## config.mk

```make
export PLATFORM = sky130hd
export DESIGN_NAME = best_fit_segment_allocator_flat
export DESIGN_NICKNAME = d
export VERILOG_FILES = /design/src/sv/bfsa_pkg.sv /design/src/sv/bfsa_req_if.sv /design/src/sv/bfsa_rsp_if.sv /design/src/sv/bfsa_ctrl.sv /design/src/sv/bfsa_datapath.sv /design/src/sv/best_fit_segment_allocator.sv /design/src/flat_wrapper.sv
export SDC_FILE = /design/constraint.sdc
export NUM_CORES = 2
export LEC_CHECK = 0
export BUFFER_PORTS_ARGS = -buffer_cell sky130_fd_sc_hd__buf_2
export CORE_MARGIN = 4
export CORE_UTILIZATION = 30
export DETAILED_ROUTE_END_ITERATION = 8
export PLACE_DENSITY = 0.48
export SYNTH_ARGS = -nofsm -noshare
export SYNTH_HDL_FRONTEND = slang
export SYNTH_HIERARCHICAL = 1
export SYNTH_SLANG_ARGS = --single-unit
```

## constraint.sdc

```tcl
create_clock -name clock -period 16.7 [get_ports clock]
set_input_delay 0 -clock clock [delete_from_list [all_inputs] [get_ports clock]]
set_output_delay 0 -clock clock [all_outputs]
set_load 0.01 [all_outputs]
```

## src/sv/bfsa_pkg.sv

```systemverilog
`default_nettype none
package bfsa_pkg;

   localparam int MAX_SEGMENTS_DEF = 64;
   localparam int ADDR_WIDTH_DEF   = 24;
   localparam int ALIGN_WIDTH      = 12;
   localparam int CSR_DATA_W       = 32;
   localparam int CSR_ADDR_W       = 3;
   localparam int HEAP_RESET       = 65536;
   localparam int ALIGN_RESET      = 3;

   localparam logic REG_HEAP_SIZE  = 1'b0;
   localparam logic REG_ALIGN_MASK = 1'b1;

   localparam logic CMD_ALLOC   = 1'b0;
   localparam logic CMD_RELEASE = 1'b1;

   localparam logic [2:0] STAT_OK           = 3'd0;
   localparam logic [2:0] STAT_NO_FIT       = 3'd1;
   localparam logic [2:0] STAT_FULL         = 3'd2;
   localparam logic [2:0] STAT_NOT_FOUND    = 3'd3;
   localparam logic [2:0] STAT_ALREADY_FREE = 3'd4;

   typedef enum logic [2:0] {
      S_IDLE,
      S_INIT,
      S_SCAN,
      S_DECIDE,
      S_MOVE,
      S_COMMIT,
      S_COMMIT2,
      S_RESP
   } bfsa_state_type;

   typedef struct packed {
      logic init;
      logic load;
      logic scan;
      logic decide;
      logic move;
      logic commit;
      logic commit2;
   } bfsa_cmd_type;

   typedef struct packed {
      logic scan_done;
      logic decide_ok;
      logic move_done;
   } bfsa_stat_type;

endpackage
`default_nettype wire

```

## src/sv/bfsa_req_if.sv

```systemverilog
`default_nettype none
interface bfsa_req_if #(parameter int ADDR_WIDTH = 24);
   logic                  valid;
   logic                  ready;
   logic                  command;
   logic [ADDR_WIDTH-1:0] request_size;
   logic [ADDR_WIDTH-1:0] release_address;

   modport source (output valid, command, request_size, release_address, input ready);
   modport sink   (input valid, command, request_size, release_address, output ready);
endinterface
`default_nettype wire

```

## src/sv/bfsa_rsp_if.sv

```systemverilog
`default_nettype none
interface bfsa_rsp_if #(parameter int ADDR_WIDTH = 24);
   logic                  valid;
   logic                  ready;
   logic [ADDR_WIDTH-1:0] granted_address;
   logic [2:0]            status;

   modport source (output valid, granted_address, status, input ready);
   modport sink   (input valid, granted_address, status, output ready);
endinterface
`default_nettype wire

```

## src/sv/bfsa_ctrl.sv

```systemverilog
`default_nettype none
module bfsa_ctrl
   import bfsa_pkg::*;
(
   input  wire logic          clock,
   input  wire logic          reset,
   input  wire logic          cfg_write,
   input  wire logic          req_valid,
   output logic               req_ready,
   output logic               rsp_valid,
   input  wire logic          rsp_ready,
   input  wire bfsa_stat_type stat,
   output bfsa_cmd_type       cmd
);

   bfsa_state_type state_ff, state_in;
   logic           init_pend_ff, init_pend_in;

   always_ff @(posedge clock) begin
      if (reset) begin
         state_ff     <= S_IDLE;
         init_pend_ff <= 1'b1;
      end else begin
         state_ff     <= state_in;
         init_pend_ff <= init_pend_in;
      end
   end

   always_comb begin
      init_pend_in = init_pend_ff;
      if (cfg_write) begin
         init_pend_in = 1'b1;
      end else if (state_ff == S_INIT) begin
         init_pend_in = 1'b0;
      end
   end

   always_comb begin
      state_in = state_ff;
      unique case (state_ff)
         S_IDLE: begin
            if (init_pend_ff) begin
               state_in = S_INIT;
            end else if (req_valid) begin
               state_in = S_SCAN;
            end
         end
         S_INIT:    state_in = S_IDLE;
         S_SCAN: begin
            if (stat.scan_done) state_in = S_DECIDE;
         end
         S_DECIDE:  state_in = stat.decide_ok ? S_MOVE : S_RESP;
         S_MOVE: begin
            if (stat.move_done) state_in = S_COMMIT;
         end
         S_COMMIT:  state_in = S_COMMIT2;
         S_COMMIT2: state_in = S_RESP;
         S_RESP: begin
            if (rsp_ready) state_in = S_IDLE;
         end
         default:   state_in = S_IDLE;
      endcase
   end

   always_comb begin
      cmd       = '0;
      req_ready = 1'b0;
      rsp_valid = 1'b0;
      unique case (state_ff)
         S_IDLE: begin
            req_ready = !init_pend_ff;
            cmd.load  = req_valid && !init_pend_ff;
         end
         S_INIT:    cmd.init    = 1'b1;
         S_SCAN:    cmd.scan    = 1'b1;
         S_DECIDE:  cmd.decide  = 1'b1;
         S_MOVE:    cmd.move    = 1'b1;
         S_COMMIT:  cmd.commit  = 1'b1;
         S_COMMIT2: cmd.commit2 = 1'b1;
         S_RESP:    rsp_valid   = 1'b1;
         default:   cmd         = '0;
      endcase
   end

`ifndef SYNTHESIS
   a_accept_scans: assert property (@(posedge clock) disable iff (reset)
      req_valid && req_ready |=> state_ff == S_SCAN)
      else $error("accepted word did not start a scan");
   a_init_blocks: assert property (@(posedge clock) disable iff (reset)
      init_pend_ff |-> !req_ready)
      else $error("word accepted before table init");
   a_fail_skips: assert property (@(posedge clock) disable iff (reset)
      cmd.decide && !stat.decide_ok |=> state_ff == S_RESP)
      else $error("failed command touched the table");
`endif

endmodule
`default_nettype wire

```

## src/sv/bfsa_datapath.sv

```systemverilog
`default_nettype none
module bfsa_datapath
   import bfsa_pkg::*;
#(
   parameter int MAX_SEGMENTS = MAX_SEGMENTS_DEF,
   parameter int ADDR_WIDTH   = ADDR_WIDTH_DEF
)
(
   input  wire logic                   clock,
   input  wire logic                   reset,
   input  wire bfsa_cmd_type           cmd,
   output bfsa_stat_type               stat,
   input  wire logic                   req_command,
   input  wire logic [ADDR_WIDTH-1:0]  req_size,
   input  wire logic [ADDR_WIDTH-1:0]  req_address,
   input  wire logic [ADDR_WIDTH-1:0]  heap_size,
   input  wire logic [ALIGN_WIDTH-1:0] align_mask,
   output logic [ADDR_WIDTH-1:0]       rsp_granted,
   output logic [2:0]                  rsp_status
);

   localparam int IW = (MAX_SEGMENTS > 1) ? $clog2(MAX_SEGMENTS) : 1;
   localparam int CW = $clog2(MAX_SEGMENTS + 1);
   localparam int LW = ADDR_WIDTH + 1;
   localparam int EW = ADDR_WIDTH + LW + 1;

   logic [EW-1:0] table_mem [MAX_SEGMENTS];
   logic [EW-1:0] rd_data_ff;

   logic [CW-1:0]         count_ff, count_in;
   logic                  op_ff;
   logic [LW-1:0]         size_ff;
   logic [ADDR_WIDTH-1:0] addr_ff;
   logic [CW-1:0]         ptr_ff, ptr_in;
   logic                  vld_ff;
   logic [IW-1:0]         idx_ff;

   logic                  found_ff, hit_used_ff, run_open_ff;
   logic [IW-1:0]         best_ff, first_ff, last_ff;
   logic [LW-1:0]         best_len_ff;
   logic [ADDR_WIDTH-1:0] best_start_ff;
   logic                  prev_used_ff;
   logic [LW-1:0]         prev_len_ff;
   logic [ADDR_WIDTH-1:0] prev_start_ff;

   logic                  split_ff;
   logic [CW-1:0]         shift_ff, remain_ff;
   logic                  wr_pend_ff;
   logic [IW-1:0]         wr_addr_ff;

   logic [ADDR_WIDTH-1:0] ent_start;
   logic [LW-1:0]         ent_len;
   logic                  ent_used;
   logic                  prev_free;
   logic                  split_w;
   logic [2:0]            status_w;
   logic [CW-1:0]         n_w;
   logic                  wr_en;
   logic [IW-1:0]         wr_addr;
   logic [EW-1:0]         wr_data;

   assign ent_used  = rd_data_ff[0];
   assign ent_len   = rd_data_ff[LW:1];
   assign ent_start = rd_data_ff[EW-1:LW+1];
   assign prev_free = (idx_ff != '0) && !prev_used_ff;

   always_ff @(posedge clock) begin
      rd_data_ff <= table_mem[ptr_ff[IW-1:0]];
      if (wr_en) begin
         table_mem[wr_addr] <= wr_data;
      end
   end

   // outcome once the scan has seen every entry
   always_comb begin
      split_w  = best_len_ff != size_ff;
      n_w      = CW'(last_ff) - CW'(first_ff);
      status_w = STAT_OK;
      if (op_ff == CMD_ALLOC) begin
         if (!found_ff) begin
            status_w = STAT_NO_FIT;
         end else if (split_w && count_ff == CW'(MAX_SEGMENTS)) begin
            status_w = STAT_FULL;
         end
      end else begin
         if (!found_ff) begin
            status_w = STAT_NOT_FOUND;
         end else if (!hit_used_ff) begin
            status_w = STAT_ALREADY_FREE;
         end
      end
   end

   always_comb begin
      wr_en   = 1'b0;
      wr_addr = '0;
      wr_data = '0;
      priority if (cmd.init) begin
         wr_en   = 1'b1;
         wr_data = {ADDR_WIDTH'(0), LW'(heap_size), 1'b0};
      end else if (wr_pend_ff) begin
         wr_en   = 1'b1;
         wr_addr = wr_addr_ff;
         wr_data = rd_data_ff;
      end else if (cmd.commit) begin
         wr_en = 1'b1;
         if (op_ff == CMD_ALLOC) begin
            wr_addr = best_ff;
            wr_data = {best_start_ff, size_ff, 1'b1};
         end else begin
            wr_addr = first_ff;
            wr_data = {best_start_ff, best_len_ff, 1'b0};
         end
      end else if (cmd.commit2) begin
         wr_en   = (op_ff == CMD_ALLOC) && split_ff;
         wr_addr = IW'(CW'(best_ff) + CW'(1));
         wr_data = {best_start_ff + size_ff[ADDR_WIDTH-1:0], best_len_ff - size_ff, 1'b0};
      end
   end

   always_comb begin
      count_in = count_ff;
      if (cmd.init) begin
         count_in = CW'(1);
      end else if (cmd.commit) begin
         if (op_ff == CMD_ALLOC) begin
            count_in = count_ff + CW'(split_ff);
         end else begin
            count_in = count_ff - shift_ff;
         end
      end
   end

   always_comb begin
      ptr_in = ptr_ff;
      if (cmd.load) begin
         ptr_in = '0;
      end else if (cmd.scan && ptr_ff < count_ff) begin
         ptr_in = ptr_ff + CW'(1);
      end else if (cmd.decide) begin
         ptr_in = (op_ff == CMD_ALLOC) ? count_ff - CW'(1) : CW'(last_ff) + CW'(1);
      end else if (cmd.move && remain_ff != '0) begin
         ptr_in = (op_ff == CMD_ALLOC) ? ptr_ff - CW'(1) : ptr_ff + CW'(1);
      end
   end

   always_ff @(posedge clock) begin
      if (reset) begin
         count_ff   <= CW'(1);
         ptr_ff     <= '0;
         vld_ff     <= 1'b0;
         wr_pend_ff <= 1'b0;
         remain_ff  <= '0;
      end else begin
         count_ff   <= count_in;
         ptr_ff     <= ptr_in;
         vld_ff     <= cmd.scan && (ptr_ff < count_ff);
         wr_pend_ff <= cmd.move && (remain_ff != '0);
         if (cmd.decide) begin
            if (op_ff == CMD_ALLOC) begin
               remain_ff <= split_w ? count_ff - CW'(best_ff) - CW'(1) : '0;
            end else begin
               remain_ff <= (n_w != '0) ? count_ff - CW'(last_ff) - CW'(1) : '0;
            end
         end else if (cmd.move && remain_ff != '0) begin
            remain_ff <= remain_ff - CW'(1);
         end
      end
   end

   always_ff @(posedge clock) begin
      idx_ff <= ptr_ff[IW-1:0];
      if (cmd.move && remain_ff != '0) begin
         wr_addr_ff <= (op_ff == CMD_ALLOC) ? IW'(ptr_ff + CW'(1)) : IW'(ptr_ff - shift_ff);
      end
      if (cmd.load) begin
         op_ff       <= req_command;
         addr_ff     <= req_address;
         size_ff     <= (LW'(req_size) + LW'(align_mask)) & ~LW'(align_mask);
         found_ff    <= 1'b0;
         run_open_ff <= 1'b0;
      end
      if (vld_ff) begin
         prev_used_ff  <= ent_used;
         prev_len_ff   <= ent_len;
         prev_start_ff <= ent_start;
         if (op_ff == CMD_ALLOC) begin
            if (!ent_used && ent_len >= size_ff && (!found_ff || ent_len < best_len_ff)) begin
               found_ff      <= 1'b1;
               best_ff       <= idx_ff;
               best_len_ff   <= ent_len;
               best_start_ff <= ent_start;
            end
         end else if (!found_ff) begin
            if (ent_start == addr_ff) begin
               found_ff      <= 1'b1;
               hit_used_ff   <= ent_used;
               run_open_ff   <= 1'b1;
               last_ff       <= idx_ff;
               first_ff      <= prev_free ? idx_ff - IW'(1) : idx_ff;
               best_start_ff <= prev_free ? prev_start_ff : ent_start;
               best_len_ff   <= (prev_free ? prev_len_ff : LW'(0)) + ent_len;
            end
         end else if (run_open_ff) begin
            // extend the free run that follows the hit
            if (!ent_used) begin
               last_ff     <= idx_ff;
               best_len_ff <= best_len_ff + ent_len;
            end else begin
               run_open_ff <= 1'b0;
            end
         end
      end
      if (cmd.decide) begin
         split_ff    <= split_w;
         shift_ff    <= n_w;
         rsp_status  <= status_w;
         rsp_granted <= (op_ff == CMD_ALLOC && status_w == STAT_OK) ? best_start_ff : '0;
      end
   end

   assign stat.scan_done = (ptr_ff == count_ff) && !vld_ff;
   assign stat.decide_ok = status_w == STAT_OK;
   assign stat.move_done = (remain_ff == '0) && !wr_pend_ff;

`ifndef SYNTHESIS
   a_count_range: assert property (@(posedge clock) disable iff (reset)
      count_ff >= CW'(1) && count_ff <= CW'(MAX_SEGMENTS))
      else $error("segment count out of range");
   a_split_grows: assert property (@(posedge clock) disable iff (reset)
      cmd.commit && op_ff == CMD_ALLOC && split_ff |=> count_ff == $past(count_ff) + CW'(1))
      else $error("split did not add a segment");
   a_write_in_table: assert property (@(posedge clock) disable iff (reset)
      wr_en |-> CW'(wr_addr) <= count_ff)
      else $error("table write beyond the segment count");
`endif

endmodule
`default_nettype wire

```

## src/sv/best_fit_segment_allocator.sv

```systemverilog
`default_nettype none
// Channel   Dir  Payload                                      Accepted at
// req_ch    in   command, request_size, release_address       valid & ready
// rsp_ch    out  granted_address, status                      valid & ready
// csr_*     in   heap_size @0x0, align_mask @0x4 (APB write)  psel & penable & pwrite
//
// One command at a time: from acceptance the block scans the segment table (single read
// port), decides, moves any entries that shift on a split or merge, writes back and
// returns the result. A failed command skips move and write-back.
// After reset and after every register write the table is rebuilt before the next
// command is accepted.
// A stalled result holds the block until rsp_ch.ready is seen.
module best_fit_segment_allocator
   import bfsa_pkg::*;
#(
   parameter int MAX_SEGMENTS = MAX_SEGMENTS_DEF,
   parameter int ADDR_WIDTH   = ADDR_WIDTH_DEF
)
(
   input  wire logic                  clock,
   input  wire logic                  reset,
   bfsa_req_if.sink                   req_ch,
   bfsa_rsp_if.source                 rsp_ch,
   input  wire logic                  csr_psel,
   input  wire logic                  csr_penable,
   input  wire logic                  csr_pwrite,
   input  wire logic [CSR_ADDR_W-1:0] csr_paddr,
   input  wire logic [CSR_DATA_W-1:0] csr_pwdata,
   output logic [CSR_DATA_W-1:0]      csr_prdata,
   output logic                       csr_pready
);

   logic [ADDR_WIDTH-1:0]  heap_size_ff;
   logic [ALIGN_WIDTH-1:0] align_mask_ff;
   logic                   cfg_write;
   bfsa_cmd_type           cmd;
   bfsa_stat_type          stat;

   assign csr_pready = 1'b1;
   assign cfg_write  = csr_psel && csr_penable && csr_pwrite && csr_pready;

   always_ff @(posedge clock) begin
      if (reset) begin
         heap_size_ff  <= ADDR_WIDTH'(HEAP_RESET);
         align_mask_ff <= ALIGN_WIDTH'(ALIGN_RESET);
      end else if (cfg_write) begin
         if (csr_paddr[2] == REG_HEAP_SIZE) begin
            heap_size_ff <= csr_pwdata[ADDR_WIDTH-1:0];
         end else begin
            align_mask_ff <= csr_pwdata[ALIGN_WIDTH-1:0];
         end
      end
   end

   assign csr_prdata = (csr_paddr[2] == REG_ALIGN_MASK) ? CSR_DATA_W'(align_mask_ff)
                                                        : CSR_DATA_W'(heap_size_ff);

   bfsa_ctrl u_ctrl (
      .clock     (clock),
      .reset     (reset),
      .cfg_write (cfg_write),
      .req_valid (req_ch.valid),
      .req_ready (req_ch.ready),
      .rsp_valid (rsp_ch.valid),
      .rsp_ready (rsp_ch.ready),
      .stat      (stat),
      .cmd       (cmd)
   );

   bfsa_datapath #(
      .MAX_SEGMENTS (MAX_SEGMENTS),
      .ADDR_WIDTH   (ADDR_WIDTH)
   ) u_datapath (
      .clock       (clock),
      .reset       (reset),
      .cmd         (cmd),
      .stat        (stat),
      .req_command (req_ch.command),
      .req_size    (req_ch.request_size),
      .req_address (req_ch.release_address),
      .heap_size   (heap_size_ff),
      .align_mask  (align_mask_ff),
      .rsp_granted (rsp_ch.granted_address),
      .rsp_status  (rsp_ch.status)
   );

endmodule
`default_nettype wire
```

## src/flat_wrapper.sv

```systemverilog
// flat-port wrapper written by rule: the top's interface ports become plain ports
module best_fit_segment_allocator_flat import bfsa_pkg::*;
#(
   parameter int MAX_SEGMENTS = MAX_SEGMENTS_DEF,
   parameter int ADDR_WIDTH   = ADDR_WIDTH_DEF
)
  (clock, reset, csr_psel, csr_penable, csr_pwrite, csr_paddr, csr_pwdata, csr_prdata, csr_pready, req_ch_valid, req_ch_command, req_ch_request_size, req_ch_release_address, req_ch_ready, rsp_ch_valid, rsp_ch_granted_address, rsp_ch_status, rsp_ch_ready);
  bfsa_req_if #(.ADDR_WIDTH(ADDR_WIDTH)) req_ch_i ();
  bfsa_rsp_if #(.ADDR_WIDTH(ADDR_WIDTH)) rsp_ch_i ();
  input  wire logic clock;
  input  wire logic reset;
  input  wire logic csr_psel;
  input  wire logic csr_penable;
  input  wire logic csr_pwrite;
  input  wire logic [CSR_ADDR_W-1:0] csr_paddr;
  input  wire logic [CSR_DATA_W-1:0] csr_pwdata;
  output logic [CSR_DATA_W-1:0] csr_prdata;
  output logic csr_pready;
  input wire logic [$bits(req_ch_i.valid)-1:0] req_ch_valid;
  input wire logic [$bits(req_ch_i.command)-1:0] req_ch_command;
  input wire logic [$bits(req_ch_i.request_size)-1:0] req_ch_request_size;
  input wire logic [$bits(req_ch_i.release_address)-1:0] req_ch_release_address;
  output wire logic [$bits(req_ch_i.ready)-1:0] req_ch_ready;
  output wire logic [$bits(rsp_ch_i.valid)-1:0] rsp_ch_valid;
  output wire logic [$bits(rsp_ch_i.granted_address)-1:0] rsp_ch_granted_address;
  output wire logic [$bits(rsp_ch_i.status)-1:0] rsp_ch_status;
  input wire logic [$bits(rsp_ch_i.ready)-1:0] rsp_ch_ready;
  assign req_ch_i.valid = req_ch_valid;
  assign req_ch_i.command = req_ch_command;
  assign req_ch_i.request_size = req_ch_request_size;
  assign req_ch_i.release_address = req_ch_release_address;
  assign req_ch_ready = req_ch_i.ready;
  assign rsp_ch_valid = rsp_ch_i.valid;
  assign rsp_ch_granted_address = rsp_ch_i.granted_address;
  assign rsp_ch_status = rsp_ch_i.status;
  assign rsp_ch_i.ready = rsp_ch_ready;
  best_fit_segment_allocator #(.MAX_SEGMENTS(MAX_SEGMENTS), .ADDR_WIDTH(ADDR_WIDTH)) u_core (.clock(clock), .reset(reset), .req_ch(req_ch_i), .rsp_ch(rsp_ch_i), .csr_psel(csr_psel), .csr_penable(csr_penable), .csr_pwrite(csr_pwrite), .csr_paddr(csr_paddr), .csr_pwdata(csr_pwdata), .csr_prdata(csr_prdata), .csr_pready(csr_pready));
endmodule
```

==> impl_metrics.tcl <==
set metrics [dict create \
    worst_pin_slew_ps 1343 \
    critical_path.top_delay_family "simple AND/OR/NAND/NOR gates" \
    hold_class "in2reg" \
    hold_viol_final 0 \
    clk-insertion-delay-late_ps 980 \
    synth_edf_count 3409 \
    cts_tree "built" \
    numClockSinks 3530 \
    multi_input_area_mm2 0.03724 \
    start_util_pct 30.15 \
    critPathCaptureType "register" \
    grt_overflow 0 \
    final_antenna_net_count 0 \
    finalPower_mw 25.05 \
    h-tree-depth 5 \
    skew_ps 81.24 \
    worst_ir_drop_vdd_v 0.00009752 \
    cp-startpoint "u_core/u_ctrl/state_ff[0]" \
    place_congestion 0.8581 \
    cp-start-kind "register" \
    synth_area_leaders "edfxtp_1 (71%), mux4_2 (15%), dfxtp_1 (1.7%)" \
    wirelength_um 421800 \
    synth_top_cell_by_area "edfxtp_1" \
    io_pins 153 \
    holdWs_ps 124.4 \
    fp.dieH_um 699.0 \
    vias 73480 \
    post_cts_buffers 0 \
    cts_buffer_depth 4 \
    vias_per_cell 5.137 \
    hold_path_startpoint "req_ch_request_size[15]" \
    nets 7892 \
    drt_first_iter_violations 7390 \
    finalSetupTns_ps 0 \
    dr.pass1.iters 5 \
    crit_chain "inv_1 -> nor3b_4 -> buf_4 -> nor2b_4 -> buf_4 -> a221oi_1 -> a211oi_1 -> nor4_1 -> nand2_1 -> nor2_4 -> buf_4" \
    cp_common_cell "buf_4" \
    port_buffers 133 \
    finalCritPeriodShare_pct 40.47 \
    reg2reg_slack_ps 9940 \
    wl_per_cell_um 29.49 \
    ys_warn_count 6 \
    max-cap-violations 0 \
    path_clk_slew_ps 60 \
    clock.fmax_mhz 147.9 \
    ys_seq_area_share_pct 73.16 \
    place_inst 13450 \
    route.detailed.drc 0 \
    cts-root-buf "clkbuf_16" \
    p_leak_nw 51.75 \
    cts_resized 0 \
    die_w_um 699.0 \
    setup_viol 0 \
    crit_slowest_cell "nor2_4" \
    synth_ff_type "edfxtp_1" \
    grt_use_total_pct 16.80 \
    critical_path_required_ps 17270 \
    rsz0062_at_grt "no" \
    cp_num_buf_inv 4 \
    status "finished, final reports clean" \
    ys_top_cells_by_count "edfxtp_1 (3,409), mux4_2 (962), nand2_1 (241), nor2_1 (206), o21ai_0 (198)" \
    slew_headroom_pct 10.22 \
    crit_arrival_ps 7330 \
    crit_path_max_fanout 50 \
    drive_gt1_share_pct 25.89 \
    yosys.area.top_type_share_pct 71.47 \
    fp.dieArea_mm2 0.4886 \
    cts_made_buffers 370 \
    final_util_pct 35.07 \
    dpl.hpwl_um 245900 \
    core_mm2 0.4751 \
    period_needed_ps 6759 \
    powerDensity_mw_per_mm2 150.3 \
    synth_most_common_cell "edfxtp_1" \
    antenna_found_initial 43 \
    slowest_delay_ps 1130 \
    syn_inst 7087 \
    maxSlewViolCount 0 \
    fin_cells 14300 \
    rows 253 \
    grt_pass1_vias 75090 \
    grt_start_max_net_pins 114 \
    fill_cells 44170 \
    grt_pass1_wl_um 590500 \
    synth_cell_types 80 \
    ys_ff_latch 3530 \
    syn2layout_area_growth_pct 16.34 \
    syn_area_mm2 0.1432 \
    path_class "reg2reg" \
    r2r-start "u_core/u_ctrl/state_ff[0]" \
    syn_area_per_cell_um2 20.21 \
    seq_area_mm2 0.1048 \
    async_reset_ff_share_pct 0 \
]
[worst paths after layout]
kind | to | cells after the start
worst max register to register | u_core/u_datapath/table_mem[57][11] | 11
worst max-delay path | u_core/u_datapath/table_mem[57][11] | 11
worst min register to register | u_core/u_datapath/run_open_ff | 1
worst min-delay path | u_core/u_datapath/size_ff[15] | 3
[logic make-up (layout without fill, tap and decap cells)]
kind of cell    after synthesis  after routing  synth area share (%)
compound gates              726            726                 3.263
xor+xnor                    142            142                0.8683
simple gates                803            803                 2.688
buf+inv                     512           1340                 1.586
mux                        1187           1187                 16.77
fa+ha+maj                   185            185                 1.663
other cells                   2             16              0.005243
flops                      3530           3530                 73.16
[through the flow]
stage | cell area (µm²) | worst slack [ps]
after floorplan | 143300 | 10840
after global routing | 166600 | 9701
final | 166600 | 9941
after global placement | 153000 | 9984
after detailed placement | 153000 | 9967
after CTS | 166600 | 9964
[where the power goes]
part	switching, mW	internal, mW
registers	0.390	10.4
logic	3.45	2.67
clock network	3.46	4.71
total	7.30	17.7
[worst register-to-register path, stage by stage (launching register included)]
cell      delay, ps
dfxtp_1         550
inv_1           210
nor3b_4         220
buf_4           620
nor2b_4         110
buf_4           310
a221oi_1        790
a211oi_1        220
nor4_1          470
nand2_1         880
nor2_4         1150
buf_4           810
[registers in the layout, indices dropped and copies added (netlist names), 6 cells and up]
register                         cells
u_core/u_datapath/rd_data_ff        50
u_core/u_datapath/count_ff           7
u_core/u_datapath/prev_len_ff       25
u_core/u_datapath/table_mem       3200
u_core/u_datapath/last_ff            6
u_core/align_mask_ff                12
u_core/u_datapath/wr_addr_ff         6
u_core/u_datapath/idx_ff             6
u_core/u_datapath/size_ff           25
u_core/u_datapath/best_len_ff       25
u_core/u_datapath/remain_ff          7
u_core/u_datapath/addr_ff           24
u_core/heap_size_ff                 24
u_core/u_datapath/best_ff            6
u_core/u_datapath/ptr_ff             7
u_core/u_datapath/best_start_ff     24
u_core/u_datapath/first_ff           6
u_core/u_datapath/prev_start_ff     24
u_core/u_datapath/rsp_granted       24
u_core/u_datapath/shift_ff           7
[placed cells by master (no fill, tap or decap), drive strengths merged, types with 35 or more instances in the layout]
master,netlist,layout
dfxtp,121,121
nor2,206,206
nor2b,51,51
buf,203,348
xnor2,91,91
nand2b,80,80
xor2,51,51
and2,35,35
mux2,78,78
nor3,45,45
nand2,241,241
o21ai,204,204
nand3,50,50
inv,142,156
a21o,69,69
edfxtp,3409,3409
a211oi,45,45
dlygate4sd3,0,170
clkinv,2,133
ha,176,176
mux4,962,962
a21oi,161,161
mux2i,147,147
clkbuf,165,490
[repair_timing]
item,CTS,global route
hold buffers,170,0
hold endpoints to repair,149,0
endpoints found under the setup margin,0,0
[final cells by class]
cell class,instances,share of cell area (%)
repair buffers,518,2.464
well taps,6375,4.786
multi-input cells,3052,22.35
clock buffers,490,5.991
flip-flops and latches,3530,62.90
clock inverters,188,1.175
diodes,7,0.01051
inverters,144,0.3244
[routing by layer]
layer	routed length [µm]	vias to the layer above	GRT usage, %
met5	26	-	0
met4	9036	4	3.602
met3	22680	522	2.025
met2	210000	2358	28.61
met1	180000	40240	23.09
li1	-	30360	-
No activity file was read; power rests on OpenSTA's default activity.
